**config.mk**
```make
export PLATFORM = sky130hd
export DESIGN_NAME = wheel_period_median_with_spi_readout
export DESIGN_NICKNAME = d
export VERILOG_FILES = /design/src/rtl/core/wpm_pkg.sv /design/src/rtl/core/wpm_wheel.sv /design/src/rtl/core/wpm_spi.sv /design/src/rtl/core/wheel_period_median_with_spi_readout.sv
export SDC_FILE = /design/constraint.sdc
export NUM_CORES = 1
export LEC_CHECK = 0
export BUFFER_PORTS_ARGS = -buffer_cell sky130_fd_sc_hd__buf_2
export CORE_MARGIN = 1
export CORE_UTILIZATION = 62
export CTS_CLUSTER_SIZE = 10
export DETAILED_ROUTE_END_ITERATION = 16
export GPL_ROUTABILITY_DRIVEN = 0
export HOLD_SLACK_MARGIN = 0.05
export PLACE_DENSITY = 0.86
export REMOVE_ABC_BUFFERS = 1
export SYNTH_ARGS = -nofsm -noshare
export SYNTH_HDL_FRONTEND = slang
export SYNTH_SLANG_ARGS = --single-unit
```
**constraint.sdc**
```tcl
create_clock -name aclk -period 6.4 [get_ports aclk]
set_clock_uncertainty 0.05 [all_clocks]
set_input_delay 0.32 -clock aclk [delete_from_list [all_inputs] [get_ports aclk]]
set_output_delay 0.32 -clock aclk [all_outputs]
set_load 0.05 [all_outputs]
```
**src/rtl/core/wpm_pkg.sv**
```systemverilog
// ----------------------------------------------------------------------------
// wpm_pkg
// Shared types and codes for the wheel period median meter with spi readout.
// ----------------------------------------------------------------------------
`default_nettype none

package wpm_pkg;

    localparam int unsigned PERIOD_W  = 16;
    localparam int unsigned BYTE_W    = 8;
    localparam int unsigned FUNC_W    = 3;
    localparam int unsigned CFG_IDX_W = 4;
    localparam int unsigned CFG_DAT_W = 16;

    // request codes
    localparam logic [FUNC_W-1:0] FUNC_TICK0  = 3'd0;
    localparam logic [FUNC_W-1:0] FUNC_TICK1  = 3'd1;
    localparam logic [FUNC_W-1:0] FUNC_PULSE0 = 3'd2;
    localparam logic [FUNC_W-1:0] FUNC_PULSE1 = 3'd3;
    localparam logic [FUNC_W-1:0] FUNC_SPI    = 3'd4;

    // register indexes
    localparam logic [CFG_IDX_W-1:0] REG_STALE_LIMIT  = 4'd0;
    localparam logic [CFG_IDX_W-1:0] REG_REQUEST_BYTE = 4'd1;

    localparam logic [PERIOD_W-1:0] STALE_LIMIT_RST  = 16'd200;
    localparam logic [BYTE_W-1:0]   REQUEST_BYTE_RST = 8'hFF;

    typedef struct packed {
        logic [FUNC_W-1:0] func;
        logic [BYTE_W-1:0] spi_rx;
    } in_t;

    typedef struct packed {
        logic [BYTE_W-1:0]   spi_tx;
        logic                spi_tx_loaded;
        logic [PERIOD_W-1:0] period_wheel0;
        logic [PERIOD_W-1:0] period_wheel1;
    } out_t;

    typedef struct packed {
        logic tick;
        logic pulse;
    } wheel_ctl_t;

    typedef struct packed {
        logic              en;
        logic [BYTE_W-1:0] rx;
    } spi_req_t;

    typedef struct packed {
        logic [BYTE_W-1:0] tx;
        logic              loaded;
    } spi_rsp_t;

endpackage

`default_nettype wire

```
**src/rtl/core/wpm_wheel.sv**
```systemverilog
// ----------------------------------------------------------------------------
// wpm_wheel
// Tick counter, three-entry period history and median of one wheel.
// ----------------------------------------------------------------------------
`default_nettype none

module wpm_wheel (
    input  wire logic                         aclk,
    input  wire logic                         aresetn,
    input  wire wpm_pkg::wheel_ctl_t          ctl,
    input  wire logic [wpm_pkg::PERIOD_W-1:0] stale_limit,
    output logic      [wpm_pkg::PERIOD_W-1:0] median_next
);

    typedef logic [wpm_pkg::PERIOD_W-1:0] period_t;

    function automatic period_t med3(input period_t a, input period_t b, input period_t c);
        period_t lo;
        period_t hi;
        lo = (a < b) ? a : b;
        hi = (a < b) ? b : a;
        if (c <= lo) begin
            return lo;
        end else if (c >= hi) begin
            return hi;
        end
        return c;
    endfunction

    period_t count_reg, count_next;
    period_t hist0_reg, hist0_next;
    period_t hist1_reg, hist1_next;
    period_t hist2_reg, hist2_next;
    period_t median_reg;
    period_t count_inc;

    assign count_inc = count_reg + period_t'(1);

    always_comb begin
        count_next  = count_reg;
        hist0_next  = hist0_reg;
        hist1_next  = hist1_reg;
        hist2_next  = hist2_reg;
        median_next = median_reg;
        if (ctl.tick) begin
            if (count_inc >= stale_limit) begin
                // wheel stopped
                count_next  = '0;
                hist0_next  = '0;
                hist1_next  = '0;
                hist2_next  = '0;
                median_next = '0;
            end else begin
                count_next = count_inc;
            end
        end else if (ctl.pulse) begin
            hist2_next  = hist1_reg;
            hist1_next  = hist0_reg;
            hist0_next  = count_reg;
            median_next = med3(count_reg, hist0_reg, hist1_reg);
            count_next  = '0;
        end
    end

    always_ff @(posedge aclk) begin
        if (!aresetn) begin
            count_reg  <= '0;
            hist0_reg  <= '0;
            hist1_reg  <= '0;
            hist2_reg  <= '0;
            median_reg <= '0;
        end else begin
            count_reg  <= count_next;
            hist0_reg  <= hist0_next;
            hist1_reg  <= hist1_next;
            hist2_reg  <= hist2_next;
            median_reg <= median_next;
        end
    end

endmodule

`default_nettype wire

```
**src/rtl/core/wpm_spi.sv**
```systemverilog
// ----------------------------------------------------------------------------
// wpm_spi
// Four-byte little-endian readout of both medians, one byte per received byte.
// ----------------------------------------------------------------------------
`default_nettype none

module wpm_spi (
    input  wire logic                         aclk,
    input  wire logic                         aresetn,
    input  wire wpm_pkg::spi_req_t            req,
    input  wire logic [wpm_pkg::BYTE_W-1:0]   request_byte,
    input  wire logic [wpm_pkg::PERIOD_W-1:0] median0,
    input  wire logic [wpm_pkg::PERIOD_W-1:0] median1,
    output wpm_pkg::spi_rsp_t                 rsp
);

    logic [wpm_pkg::BYTE_W-1:0] snap_mem [4];

    logic       sending_reg, sending_next;
    logic [2:0] send_index_reg, send_index_next;
    logic [2:0] index_inc;
    logic       snap_write;

    assign index_inc = send_index_reg + 3'd1;

    always_comb begin
        sending_next    = sending_reg;
        send_index_next = send_index_reg;
        snap_write      = 1'b0;
        rsp             = '0;
        if (req.en) begin
            if (!sending_reg) begin
                if (req.rx == request_byte) begin
                    snap_write      = 1'b1;
                    rsp.tx          = median0[7:0];
                    rsp.loaded      = 1'b1;
                    sending_next    = 1'b1;
                    send_index_next = 3'd1;
                end
            end else begin
                rsp.tx     = snap_mem[send_index_reg[1:0]];
                rsp.loaded = 1'b1;
                if (index_inc[2]) begin
                    sending_next    = 1'b0;
                    send_index_next = '0;
                end else begin
                    send_index_next = index_inc;
                end
            end
        end
    end

    always_ff @(posedge aclk) begin
        if (snap_write) begin
            snap_mem[0] <= median0[7:0];
            snap_mem[1] <= median0[15:8];
            snap_mem[2] <= median1[7:0];
            snap_mem[3] <= median1[15:8];
        end
    end

    always_ff @(posedge aclk) begin
        if (!aresetn) begin
            sending_reg    <= 1'b0;
            send_index_reg <= '0;
        end else begin
            sending_reg    <= sending_next;
            send_index_reg <= send_index_next;
        end
    end

    a_index_while_sending: assert property (@(posedge aclk) disable iff (!aresetn)
        sending_reg |-> (send_index_reg == 3'd1 || send_index_reg == 3'd2
                         || send_index_reg == 3'd3))
        else $error("send index out of range while sending");

    a_index_while_idle: assert property (@(posedge aclk) disable iff (!aresetn)
        !sending_reg |-> send_index_reg == 3'd0)
        else $error("send index not cleared while idle");

endmodule

`default_nettype wire

```
**src/rtl/core/wheel_period_median_with_spi_readout.sv**
```systemverilog
// ----------------------------------------------------------------------------
// wheel_period_median_with_spi_readout
// Two-wheel pulse period meter with median-of-three filter and spi readout.
// ----------------------------------------------------------------------------
// Every request yields exactly one result. A request is captured in an input
// register, then combinational logic (tick counter increment and stale
// compare, median-of-three network, readout byte select) updates the wheel
// and readout state and fills the result register. Sustained rate is one
// request per clock while the result side keeps up. The result register
// frees itself in the cycle it is taken, so s_ready stays high as long as
// the result side keeps up. Configuration writes are taken at any time but
// should only be issued while the block is idle; index 0 sets stale_limit
// (16 bits, reset 200), index 1 sets request_byte (low 8 bits of cfg_data,
// reset 0xFF), other indexes are ignored.
// ----------------------------------------------------------------------------
`default_nettype none

module wheel_period_median_with_spi_readout (
    input  wire logic                          aclk,
    input  wire logic                          aresetn,
    // request channel
    input  wire logic                          s_valid,
    output logic                               s_ready,
    input  wire wpm_pkg::in_t                  s_data,
    // result channel
    output logic                               m_valid,
    input  wire logic                          m_ready,
    output wpm_pkg::out_t                      m_data,
    // configuration channel
    input  wire logic                          cfg_valid,
    output logic                               cfg_ready,
    input  wire logic [wpm_pkg::CFG_IDX_W-1:0] cfg_index,
    input  wire logic [wpm_pkg::CFG_DAT_W-1:0] cfg_data
);

    // configuration registers
    logic [wpm_pkg::PERIOD_W-1:0] stale_limit_reg;
    logic [wpm_pkg::BYTE_W-1:0]   request_byte_reg;

    // input stage
    wpm_pkg::in_t in_reg;
    logic         in_valid_reg;

    // result stage
    wpm_pkg::out_t out_reg, out_next;
    logic          out_valid_reg;

    // the compute stage moves when it holds a request and the result slot is free or being drained
    logic advance;

    wpm_pkg::wheel_ctl_t          ctl0, ctl1;
    wpm_pkg::spi_req_t            spi_req;
    wpm_pkg::spi_rsp_t            spi_rsp;
    logic [wpm_pkg::PERIOD_W-1:0] median0_next, median1_next;

    assign advance   = in_valid_reg && (!out_valid_reg || m_ready);
    assign s_ready   = !in_valid_reg || advance;
    assign cfg_ready = 1'b1;
    assign m_valid   = out_valid_reg;
    assign m_data    = out_reg;

    // configuration writes
    always_ff @(posedge aclk) begin
        if (!aresetn) begin
            stale_limit_reg  <= wpm_pkg::STALE_LIMIT_RST;
            request_byte_reg <= wpm_pkg::REQUEST_BYTE_RST;
        end else if (cfg_valid) begin
            priority if (cfg_index == wpm_pkg::REG_STALE_LIMIT) begin
                stale_limit_reg <= cfg_data;
            end else if (cfg_index == wpm_pkg::REG_REQUEST_BYTE) begin
                request_byte_reg <= cfg_data[wpm_pkg::BYTE_W-1:0];
            end else begin
                // unknown index, write dropped
            end
        end
    end

    // input register
    always_ff @(posedge aclk) begin
        if (!aresetn) begin
            in_valid_reg <= 1'b0;
        end else if (s_ready) begin
            in_valid_reg <= s_valid;
        end
    end

    always_ff @(posedge aclk) begin
        if (s_valid && s_ready) begin
            in_reg <= s_data;
        end
    end

    // decode the request into per-unit strobes, gated by the stage advance
    always_comb begin
        ctl0    = '0;
        ctl1    = '0;
        spi_req = '0;
        spi_req.rx = in_reg.spi_rx;
        if (advance) begin
            unique case (in_reg.func)
                wpm_pkg::FUNC_TICK0:  ctl0.tick  = 1'b1;
                wpm_pkg::FUNC_TICK1:  ctl1.tick  = 1'b1;
                wpm_pkg::FUNC_PULSE0: ctl0.pulse = 1'b1;
                wpm_pkg::FUNC_PULSE1: ctl1.pulse = 1'b1;
                wpm_pkg::FUNC_SPI:    spi_req.en = 1'b1;
                default:              ; // unused codes change nothing
            endcase
        end
    end

    wpm_wheel u_wheel0 (
        .aclk        (aclk),
        .aresetn     (aresetn),
        .ctl         (ctl0),
        .stale_limit (stale_limit_reg),
        .median_next (median0_next)
    );

    wpm_wheel u_wheel1 (
        .aclk        (aclk),
        .aresetn     (aresetn),
        .ctl         (ctl1),
        .stale_limit (stale_limit_reg),
        .median_next (median1_next)
    );

    // snapshot uses the medians before this request, which a spi byte never changes
    wpm_spi u_spi (
        .aclk         (aclk),
        .aresetn      (aresetn),
        .req          (spi_req),
        .request_byte (request_byte_reg),
        .median0      (median0_next),
        .median1      (median1_next),
        .rsp          (spi_rsp)
    );

    always_comb begin
        out_next.spi_tx        = spi_rsp.tx;
        out_next.spi_tx_loaded = spi_rsp.loaded;
        out_next.period_wheel0 = median0_next;
        out_next.period_wheel1 = median1_next;
    end

    // result register
    always_ff @(posedge aclk) begin
        if (!aresetn) begin
            out_valid_reg <= 1'b0;
        end else if (advance) begin
            out_valid_reg <= 1'b1;
        end else if (m_ready) begin
            out_valid_reg <= 1'b0;
        end
    end

    always_ff @(posedge aclk) begin
        if (advance) begin
            out_reg <= out_next;
        end
    end

    a_advance_fills_result: assert property (@(posedge aclk) disable iff (!aresetn)
        advance |=> out_valid_reg)
        else $error("result register not filled after stage advance");

    a_no_load_without_spi: assert property (@(posedge aclk) disable iff (!aresetn)
        advance && (in_reg.func != wpm_pkg::FUNC_SPI) |=> !out_reg.spi_tx_loaded)
        else $error("spi byte loaded by a non-spi request");

    a_ready_when_empty: assert property (@(posedge aclk) disable iff (!aresetn)
        !in_valid_reg |-> s_ready)
        else $error("request refused while input stage empty");

    a_unloaded_tx_zero: assert property (@(posedge aclk) disable iff (!aresetn)
        advance && !spi_rsp.loaded |=> out_reg.spi_tx == '0)
        else $error("spi byte nonzero without a load");

endmodule

`default_nettype wire
```
After elaboration in Yosys (flattened, before gate mapping)
Memories as Yosys holds them, arrays and structs flattened. A register that Yosys moved wholly into a read port is not among the register bits.
Index checks and enable logic that the tools add are counted.
{ "word_totals": {"memories": 1, "wordCells": 122, "ram_bits": 32, "regBits": 210, "in_bits": 36, "out_inout_bits": 44} }
{ "mem_list": {"columns": ["name", "words", "word_bits", "rd", "rd_clocked_by_memory_dff", "write_ports", "line_no", "rtl"], "rows": [
  ["u_spi.snap_mem", 4, 8, 1, 1, 4, "wpm_spi.sv:17", "logic [wpm_pkg::BYTE_W-1:0] snap_mem [4];"]
]} }
{ "classes": {"bitwise_logic": 1, "n_addsub": 3, "n_eq_ne": 8, "muxes": 64, "reduce_logical": 17, "order_cmp": 8} }
{ "ops": {"columns": ["op", "count"], "rows": [
  ["16-bit 2-to-1 mux", 32],
  ["16-bit >= comparator", 4],
  ["16-bit by 1-bit adder with 16-bit output, second input constant", 2],
  ["16-bit <= comparator", 2],
  ["16-bit less-than comparator", 2],
  ["1-bit 2-to-1 mux", 23],
  ["9-bit 2-to-1 mux", 2],
  ["2-bit 2-to-1 mux", 5],
  ["8-bit == test", 1],
  ["2-bit AND reduction", 4],
  ["2-bit nonzero test", 4],
  ["3-bit by 2-bit == test with 1-bit output, second input constant", 2],
  ["3-bit 2-to-1 mux", 2],
  ["4-bit by 1-bit == test with 1-bit output, second input constant", 1],
  ["4-bit logical NOT", 1],
  ["2-bit by 1-bit != test with 1-bit output, second input constant", 2],
  ["3-bit by 1-bit adder with 3-bit output, second input constant", 1],
  ["3-bit by 1-bit == test with 1-bit output, second input constant", 1],
  ["3-bit == test, second input constant", 1],
  ["3-bit logical NOT", 1],
  ["3-bit AND reduction", 1],
  ["1-bit logical AND", 2],
  ["1-bit logical NOT", 2],
  ["1-bit logical OR", 2],
  ["1-bit NOT", 1]
]} }

Logic depth before layout (Yosys ltp)
Gate-level depths: netlist of the first run.
{ "logic_depth": {"word_depth": 12, "mapped_depth": 22, "ltp_nobuf": 17} }

By module
A second synthesis of the first run with hierarchy kept.
{ "hier_totals": {"hier_cells": 1503, "hier_area_um2": 14545.2} }
{ "by_module_without_submodules": {"columns": ["module", "n_inst", "seq_area_each_um2", "area_per_inst_um2", "cells_per_inst"], "rows": [
  ["wpm_wheel at u_wheel1", 1, 1281.2, 5537.8, 676],
  ["wpm_wheel at u_wheel0", 1, 1281.2, 4707.0, 547],
  ["wheel_period_median_with_spi_readout", 1, 2082.0, 2696.3, 176],
  ["wpm_spi", 1, 1061.0, 1604.0, 104]
]} }

Least setup slack after synthesis of the first run
OpenSTA, ideal clock, no wires.
{ "synth_path": {"path_type": "flip-flop to flip-flop", "start": "reg u_wheel0.hist0_reg[15]", "end": "reg out_reg, in the netlist m_data[16] (data pin)", "path_stages_with_launch": 21, "t_required_ns": 6.085, "t_arrival_ns": 4.880, "synth_period_minus_slack_ns": 5.195, "setup_time_ns": 0.265, "path_buffers": 4, "path_slack_ns": 1.205, "path_cell_list": "dfxtp_1 -> inv_1 -> ha_1 -> nand4_1 -> or4_1 -> nor4_1 -> a211o_1 -> buf_2 -> buf_2 -> buf_2 -> mux2i_1 -> ha_1 -> nand3_1 -> or3_1 -> or3_4 -> nor2b_1 -> a22o_1 -> buf_6 -> mux2_4 -> a221oi_2 -> nor2_1"} }
{ "synth_between": {"elab_chain_cells": 10, "elab_cells_between_ends": 14, "classes_between": "3 x order compare; 11 x mux"} }
{ "synth_rtl": {"columns": ["element", "line_no", "rtl"], "rows": [
  ["from (decl)", "wpm_wheel.sv:31", "period_t hist0_reg, hist0_next;"],
  ["from (signal assigned)", "wpm_wheel.sv:74", "hist0_reg <= hist0_next;"],
  ["16-bit less-than comparator", "wpm_wheel.sv:20, wpm_wheel.sv:21", null],
  ["16-bit 2-to-1 mux", "wpm_wheel.sv:21", "hi = (a < b) ? b : a;"],
  ["16-bit >= comparator", "wpm_wheel.sv:24", "end else if (c >= hi) begin"],
  ["1-bit 2-to-1 mux", "wpm_wheel.sv:24", null],
  ["1-bit 2-to-1 mux", "wpm_wheel.sv:22", "if (c <= lo) begin"],
  ["1-bit 2-to-1 mux", "wpm_wheel.sv:56", "end else if (ctl.pulse) begin"],
  ["1-bit 2-to-1 mux", "wpm_wheel.sv:45", "if (ctl.tick) begin"],
  ["16-bit 2-to-1 mux *", "wpm_wheel.sv:27", "return c;"],
  ["16-bit 2-to-1 mux *", "wpm_wheel.sv:56", null],
  ["16-bit 2-to-1 mux *", "wpm_wheel.sv:45", null],
  ["named net median0_next (one bit)", "wheel_period_median_with_spi_readout.sv:54", "logic [wpm_pkg::PERIOD_W-1:0] median0_next, median1_next;"],
  ["to (signal assigned)", "wheel_period_median_with_spi_readout.sv:158", "out_reg <= out_next;"],
  ["to (decl)", "wheel_period_median_with_spi_readout.sv:45", "wpm_pkg::out_t out_reg, out_next;"]
]} }
Mark *: on every way through the listed nets, which the timed path passes. The rest lies on a longest branch. The select of a mux whose other input is x is not followed.
A chain may end at the register's enable or synchronous reset.

Final worst setup path of the first run
{ "layout_path": {"start": "reg u_wheel0.hist0_reg[14]", "end": "reg out_reg, in the netlist m_data[23] (data pin)"} }
The elaborated chain is that of the path after synthesis.

==> results of run 1 <==
## layout by cell type (no fill, tap or decap), drive strengths merged, types with 10 or more instances in the layout
| master | n |
|---|---|
| o32ai | 16 |
| nand4 | 16 |
| a21o | 15 |
| o21ai | 77 |
| and3 | 10 |
| o211ai | 17 |
| inv | 80 |
| buf | 106 |
| mux2i | 38 |
| dlygate4sd3 | 29 |
| and2 | 21 |
| xnor2 | 14 |
| nand3b | 17 |
| a21oi | 149 |
| xor2 | 23 |
| nand2 | 112 |
| clkbuf | 46 |
| nor2 | 165 |
| edfxtp | 84 |
| nor3 | 17 |
| nand3 | 42 |
| ha | 129 |
| dfxtp | 159 |
| a22oi | 78 |
## how the worst min path moves through the flow
stage                                             endpoint  slack [ns]  depth (start not counted)
after detailed placement   stale_limit_reg[5]$_SDFFE_PN0P_        0.40                          2
final                     stale_limit_reg[14]$_SDFFE_PN0P_        0.24                          5
after global placement     stale_limit_reg[1]$_SDFFE_PN0P_        0.39                          2
after global routing       stale_limit_reg[2]$_SDFFE_PN0P_        0.26                          5
after floorplan           request_byte_reg[0]$_SDFFE_PN1P_        0.33                          1
after CTS                 stale_limit_reg[12]$_SDFFE_PN0P_        0.22                          5
## cell families after synthesis
| logic type | share of synthesized area, % |
|---|---|
| other | 0.0275 |
| and+or+nand+nor | 15.0 |
| AOI/OAI and AO/OA | 19.2 |
| muxes | 4.55 |
| adders and majority gates | 11.8 |
| buffers and inverters | 5.08 |
| DFF | 41.8 |
| xor gates and xnor gates | 2.51 |
## synthesized netlist by cell type, types with 4 or more instances
cell	count
a211o_1	4
mux4_2	8
o21ai_1	10
inv_1	78
ha_1	129
o211ai_1	17
xnor2_1	13
xor2_1	23
and2_1	21
nor4_1	9
nand3b_1	16
dfxtp_1	159
nor2b_1	9
mux2_2	4
nor3_1	17
o31ai_1	8
o21ai_0	66
mux2i_1	38
buf_2	11
nand3_1	42
o32ai_1	16
a211oi_1	6
or2_2	5
nor2_1	165
a21oi_1	149
edfxtp_1	84
and3_1	10
clkbuf_1	71
a221oi_2	7
buf_1	13
nand4_1	15
o2bb2ai_1	7
nand2_1	112
a2bb2oi_1	6
a22oi_1	78
nand2b_1	8
a21o_1	15
## per-stage QoR
| stage | util (%) | hold slack, ns | cells | setup WS, ns | total power, mW |
|---|---|---|---|---|---|
| floorplan | - | 0.332 | 1390 | 0.474 | 1.74 |
| global placement | 66.8 | 0.395 | 1771 | 0.803 | 1.79 |
| detailed placement | 66.8 | 0.397 | 1771 | 0.488 | 1.79 |
| CTS | 72.1 | 0.224 | 1849 | 0.435 | 3.27 |
| global route | 72.1 | 0.259 | 1849 | 0.0697 | 3.35 |
| finish | 72.1 | 0.241 | 1849 | 0.497 | 3.28 |
## power groups by stage
stage               sequential (mW)  clock, mW  combinational (mW)
floorplan                      1.69          0              0.0484
global placement               1.65          0               0.137
detailed placement             1.65          0               0.140
CTS                            1.62       1.50               0.154
global route                   1.62       1.57               0.166
finish                         1.62       1.50               0.156
## routing by layer
metal  vias to the layer above  share of wire [%]
li1                       5520                  -
met1                      5676                 39
met2                       656                 49
met3                       134                8.2
met4                         0                4.1
met5                         -                  0
## area by class of cell
| cell class | instances | area, um^2 | share of cell area, % |
|---|---|---|---|
| tap | 275 | 344 | 2.24 |
| timing repair buffer | 135 | 891 | 5.81 |
| multi-input combinational | 1068 | 7260 | 47.3 |
| clock buffer | 46 | 820 | 5.34 |
| clock inverter | 3 | 22.5 | 0.147 |
| sequential | 243 | 5710 | 37.2 |
| inverter | 79 | 298 | 1.94 |
## worst max-delay path, cell delays in order (launching register included)
cell and delay (ns):
dfxtp_1 0.41, inv_1 0.09, ha_1 0.31, nand4_1 0.14, or4_1 0.57, nor4_1 0.29, a211o_2 0.69, buf_4 0.42
mux2_2 0.39, ha_1 0.26, nand2b_1 0.14, a211o_1 0.29, a21oi_1 0.21, o21ai_1 0.23, nor2b_1 0.20, mux2_4 0.36
a221oi_2 0.44, nor2_1 0.13
## what timing repair did
item | CTS | global route
hold buffers | 29 | 0
hold endpoints to repair | 37 | 0
setup endpoints to repair | 0 | 15
resized for setup | 0 | 1
==> metrics.cfg, run 1 <==
[place]
place_area_mm2 = 0.0142
dp_hpwl_mm = 24.8
io_buffers = 78

[power_and_ir_drop]
switching_share_pct = 23.0
p_comb_share_pct = 4.8
peakVddDrop_uv = 213
power_frac_seq_pct = 49.5
powerDensity_mw_per_mm2 = 214
p_leak_nw = 6.10
clkPwrFrac_pct = 45.7
p_switching_mw = 0.752
intPower_mw = 2.52

[clock_tree]
h-tree-depth = 1
cts_root_buffer = clkbuf_16
cts_tree = done
clock_latency_ns = 0.55
clk_path_buf_depth = 3
cts_buffers = 29
clkTransAtPathRegs_ns = 0.06
cts_setup_buffers = 0
numClockSinks = 243

[sta]
rsz0062_at_grt = no
max_freq_mhz = 169
setup_viol = 0
finalMaxSlewViolations = 0
fin_crit_sh_pct = 92.2
finalHoldViolCount = 0
min_period_ns = 5.90
slew_headroom_pct = 20.3
tightest_slew_ns = 1.19
final.setup.tns_ns = 0

[synthesis]
synth_area_leaders = dfxtp_1, edfxtp_1, ha_1
syn_area_per_cell_um2 = 9.16
synth_edf_count = 84
synth.largest_area_cell = dfxtp_1
ys_seq_area_share_pct = 41.8
synth_area_mm2 = 0.0136
syn_inst = 1488
synth_top_area_share_pct = 23.3
synthFlopType = dfxtp_1
ys_types = 63
synth_async_sr_flop_share_pct = 0
yosys_warnings = 0
synth.ff_latch_count = 243

[grt]
grt_use_met1_pct = 40.2
grt_pass1_wl_mm = 59.1
gr-total-overflow = 0
grt_use_met3_pct = 5.33
grt_pass1_vias = 11615
grt_usage_pct = 32.9
grt_max_degree = 62
use_met2_pct = 57.2
antenna_found_initial = 0
grt-busiest-layer = met2

[route]
viasPerCell = 6.48
wl_per_cell_um = 20.0
ant_nets = 0
vias = 11986
drc = 0
drt_iter0_drc = 1174
first_pass_iters = 6
routed_wl_mm = 37.0

[floorplan]
ios = 80
dieArea_mm2 = 0.0226
die_h_um = 150
fp.dieW_um = 150
num_rows = 53
coreArea_mm2 = 0.0213
start_util_pct = 64.1

[job]
maxCapViolCount = 0

[setup_path]
required_ns = 6.63
endpoint = m_data[23]$_DFFE_PP_
r2r_slack_ns = 0.50
reg2reg_from = u_wheel0.hist0_reg[14]$_SDFFE_PN0P_
path_max_fanout = 37
worst_r2r_endpoint = m_data[23]$_DFFE_PP_
startpoint = u_wheel0.hist0_reg[14]$_SDFFE_PN0P_
rr_worst_depth = 17
path_class = reg -> reg
worstSetupEndpointType = flop
cp.arrival_ns = 6.13
cp-start-kind = flop

[final_layout]
fin_area_mm2 = 0.0153
area_delta_synth_final_pct = 12.5
diodes = 0
fin_nets = 1721
fill_cells = 1469
largest_register_ffs = 41
drive_gt1_share_pct = 11.5

[outcome]
status = completed

[min_path]
min_path_type = in -> reg
min_from = cfg_index[3]

No activity file was read; power rests on OpenSTA's default activity.
==> run 2, diff against run 1 <==
SYNTH_HIERARCHICAL = 1   (was default)
==> run 2 against run 1 <==
Worst setup slack better by 0.18 ns. Register-to-register slack better by 0.18 ns. Combinational power up 3%. Maximum frequency is 3.2% higher. Sequential cell count stayed put. Clock power about the same. Die area rose by 6.6%. Area after synthesis up 6.7%. Worst hold slack got worse by 0.17 ns. Power is 0.91% lower. Sequential share of layout area fell by 1.9 points. Sequential power about the same. Critical path type unchanged. Critical endpoint is now m_data[37]$_DFFE_PP_.
==> metrics.cfg, run 2 <==
[outcome]
status = completed

[grt]
grt_use_met3_pct = 4.82
grt_pass1_wl_mm = 60.8
grt_use_met1_pct = 41.1
grt_usage_pct = 31.8
antenna_found_initial = 0
grt-busiest-layer = met2
grt_max_degree = 87
gr-total-overflow = 0
grt_pass1_vias = 11791
use_met2_pct = 53.8

[final_layout]
fill_cells = 1631
fin_nets = 1735
largest_register_ffs = 41
area_delta_synth_final_pct = 11.1
fin_area_mm2 = 0.0162
finalCoreUtilization_pct = 70.8
final_common_cell = dfxtp_1
drive_gt1_share_pct = 12.7
most-common-layout-cells = dfxtp_1, inv_1, ha_1
diodes = 0

[floorplan]
die_h_um = 155
dieArea_mm2 = 0.0241
ios = 80
coreArea_mm2 = 0.0228
fp.dieW_um = 155
num_rows = 55
start_util_pct = 63.7

[synthesis]
syn_inst = 1503
synth_compound_area_share_pct = 20.5
synth.largest_area_cell = dfxtp_1
synth_mux_area_share_pct = 5.14
ys_types = 94
synthMostInstantiatedCell = dfxtp_1
synth_top_family_by_area = compound AO/OA/AOI/OAI gates
synth_async_sr_flop_share_pct = 0
synth_top_area_share_pct = 21.9
synth_commonest_cells = dfxtp_1, inv_1, ha_1
synthFlopType = dfxtp_1
yosys.area_share.simple_pct = 14.8
synth_area_mm2 = 0.0145
synth_area_leaders = dfxtp_1, edfxtp_1, ha_1
synthAdderAreaFrac_pct = 11.1
synth_edf_count = 84
synth.ff_latch_count = 243
ys_seq_area_share_pct = 39.2
syn_area_per_cell_um2 = 9.68
synth-xor-area-share_pct = 2.10
yosys_warnings = 6

[clock_tree]
cts_setup_buffers = 0
cts_tree = done
cts_root_buffer = clkbuf_16
cts-resized-gates = 0
numClockSinks = 243
cts_buffers = 28
clock_latency_ns = 0.56
clkTransAtPathRegs_ns = 0.06
clk_path_buf_depth = 3
h-tree-depth = 1
holdBufCountCts = 28

[setup_path]
cp-start-kind = flop
slowest_delay_ns = 0.62
crit_chain = inv_1, ha_1, and4_1, a221oi_1, o211ai_1, buf_4, mux2i_1, ha_1, nand4_1, nor2_1, a221o_1, o31a_2, xnor2_2, buf_4, mux2_1, a222oi_1, inv_1, inv_1, o21ai_1
path_class = reg -> reg
cp.arrival_ns = 5.97
path_max_fanout = 15
worstSetupEndpointType = flop
cp_slowest_cell = o211ai_1
required_ns = 6.65
crit_top_cell = inv_1

[place]
dp_hpwl_mm = 26.4
place_area_mm2 = 0.0151
io_buffers = 78

[route]
vias = 12250
first_pass_iters = 7
wl_per_cell_um = 20.1
viasPerCell = 6.45
drt_iter0_drc = 1398
ant_nets = 0
routed_wl_mm = 38.1
drc = 0

[power_and_ir_drop]
powerDensity_mw_per_mm2 = 201
peakVddDrop_uv = 192
p_total_mw = 3.25
p_leak_nw = 6.14

[job]
maxCapViolCount = 0

[sta]
fin_crit_sh_pct = 89.3
setup_viol = 0
rsz0062_at_grt = no
tightest_slew_ns = 1.18
finalMaxSlewViolations = 0
whs_ns = 0.0661
max_freq_mhz = 175
min_period_ns = 5.72
slew_headroom_pct = 20.5
finalHoldViolCount = 0

[min_path]
min_path_type = in -> reg

## run 2: worst max-delay path, delay by kind of cell (launching register included)
| kind | cells | cell delay, ns |
|---|---|---|
| xor gates and xnor gates | 1 | 0.26 |
| buffers and inverters | 5 | 1.03 |
| AOI/OAI and AO/OA | 6 | 2.07 |
| adders and majority gates | 2 | 0.58 |
| muxes | 2 | 0.59 |
| and+or+nand+nor | 3 | 0.47 |
| DFF | 1 | 0.41 |
## run 2: path summary, 6_finish.rpt
kind / start / end / slack, ns / cells past startpoint
max: u_wheel0/hist0_reg[11]$_SDFFE_PN0P_ / m_data[37]$_DFFE_PP_ / 0.68 / 19
min: m_ready / m_valid$_SDFFE_PN0P_ / 0.07 / 3
max reg2reg: u_wheel0/hist0_reg[11]$_SDFFE_PN0P_ / m_data[37]$_DFFE_PP_ / 0.68 / 19
min reg2reg: stale_limit_reg[5]$_SDFFE_PN0P_ / stale_limit_reg[5]$_SDFFE_PN0P_ / 0.43 / 2
## run 2: kinds of logic (layout without fill, tap and decap cells)
family	after synthesis	in the layout
muxes	62	62
and+or+nand+nor	406	406
xor gates and xnor gates	34	34
AOI/OAI and AO/OA	394	394
buffers and inverters	234	318
adders and majority gates	129	129
other	1	1
DFF	243	243
## run 2: per-layer routing
layer | vias up | wire (um)
met5 | - | 0
li1 | 5660 | -
met1 | 5818 | 15400
met2 | 671 | 18100
met4 | 0 | 1280
met3 | 101 | 3380
## run 2: cell type report
class | count | area (um^2) | area share [%]
multi-input cells | 1026 | 7820 | 48.4
flip-flops and latches | 243 | 5710 | 35.3
repair buffers | 139 | 921 | 5.70
clock buffers | 46 | 798 | 4.94
inverters | 132 | 495 | 3.07
well taps | 313 | 392 | 2.42
clock inverters | 1 | 30.0 | 0.186
## run 2: where the power goes
group	total, mW	switching, mW	internal (mW)	leakage [nW]
combinational	0.160	0.110	0.0498	3.71
clock	1.47	0.623	0.844	0.396
sequential	1.62	0.00959	1.61	2.03
total	3.25	0.742	2.50	6.14
## run 2: through the flow
step / worst slack, ns / cells / setup TNS (ns)
after floorplan: -0.248 / 1401 / -6.44
after global placement: 0.973 / 1825 / 0
after detailed placement: 0.822 / 1825 / 0
after CTS: 0.778 / 1900 / 0
after global routing: 0.383 / 1900 / 0
final: 0.682 / 1900 / 0
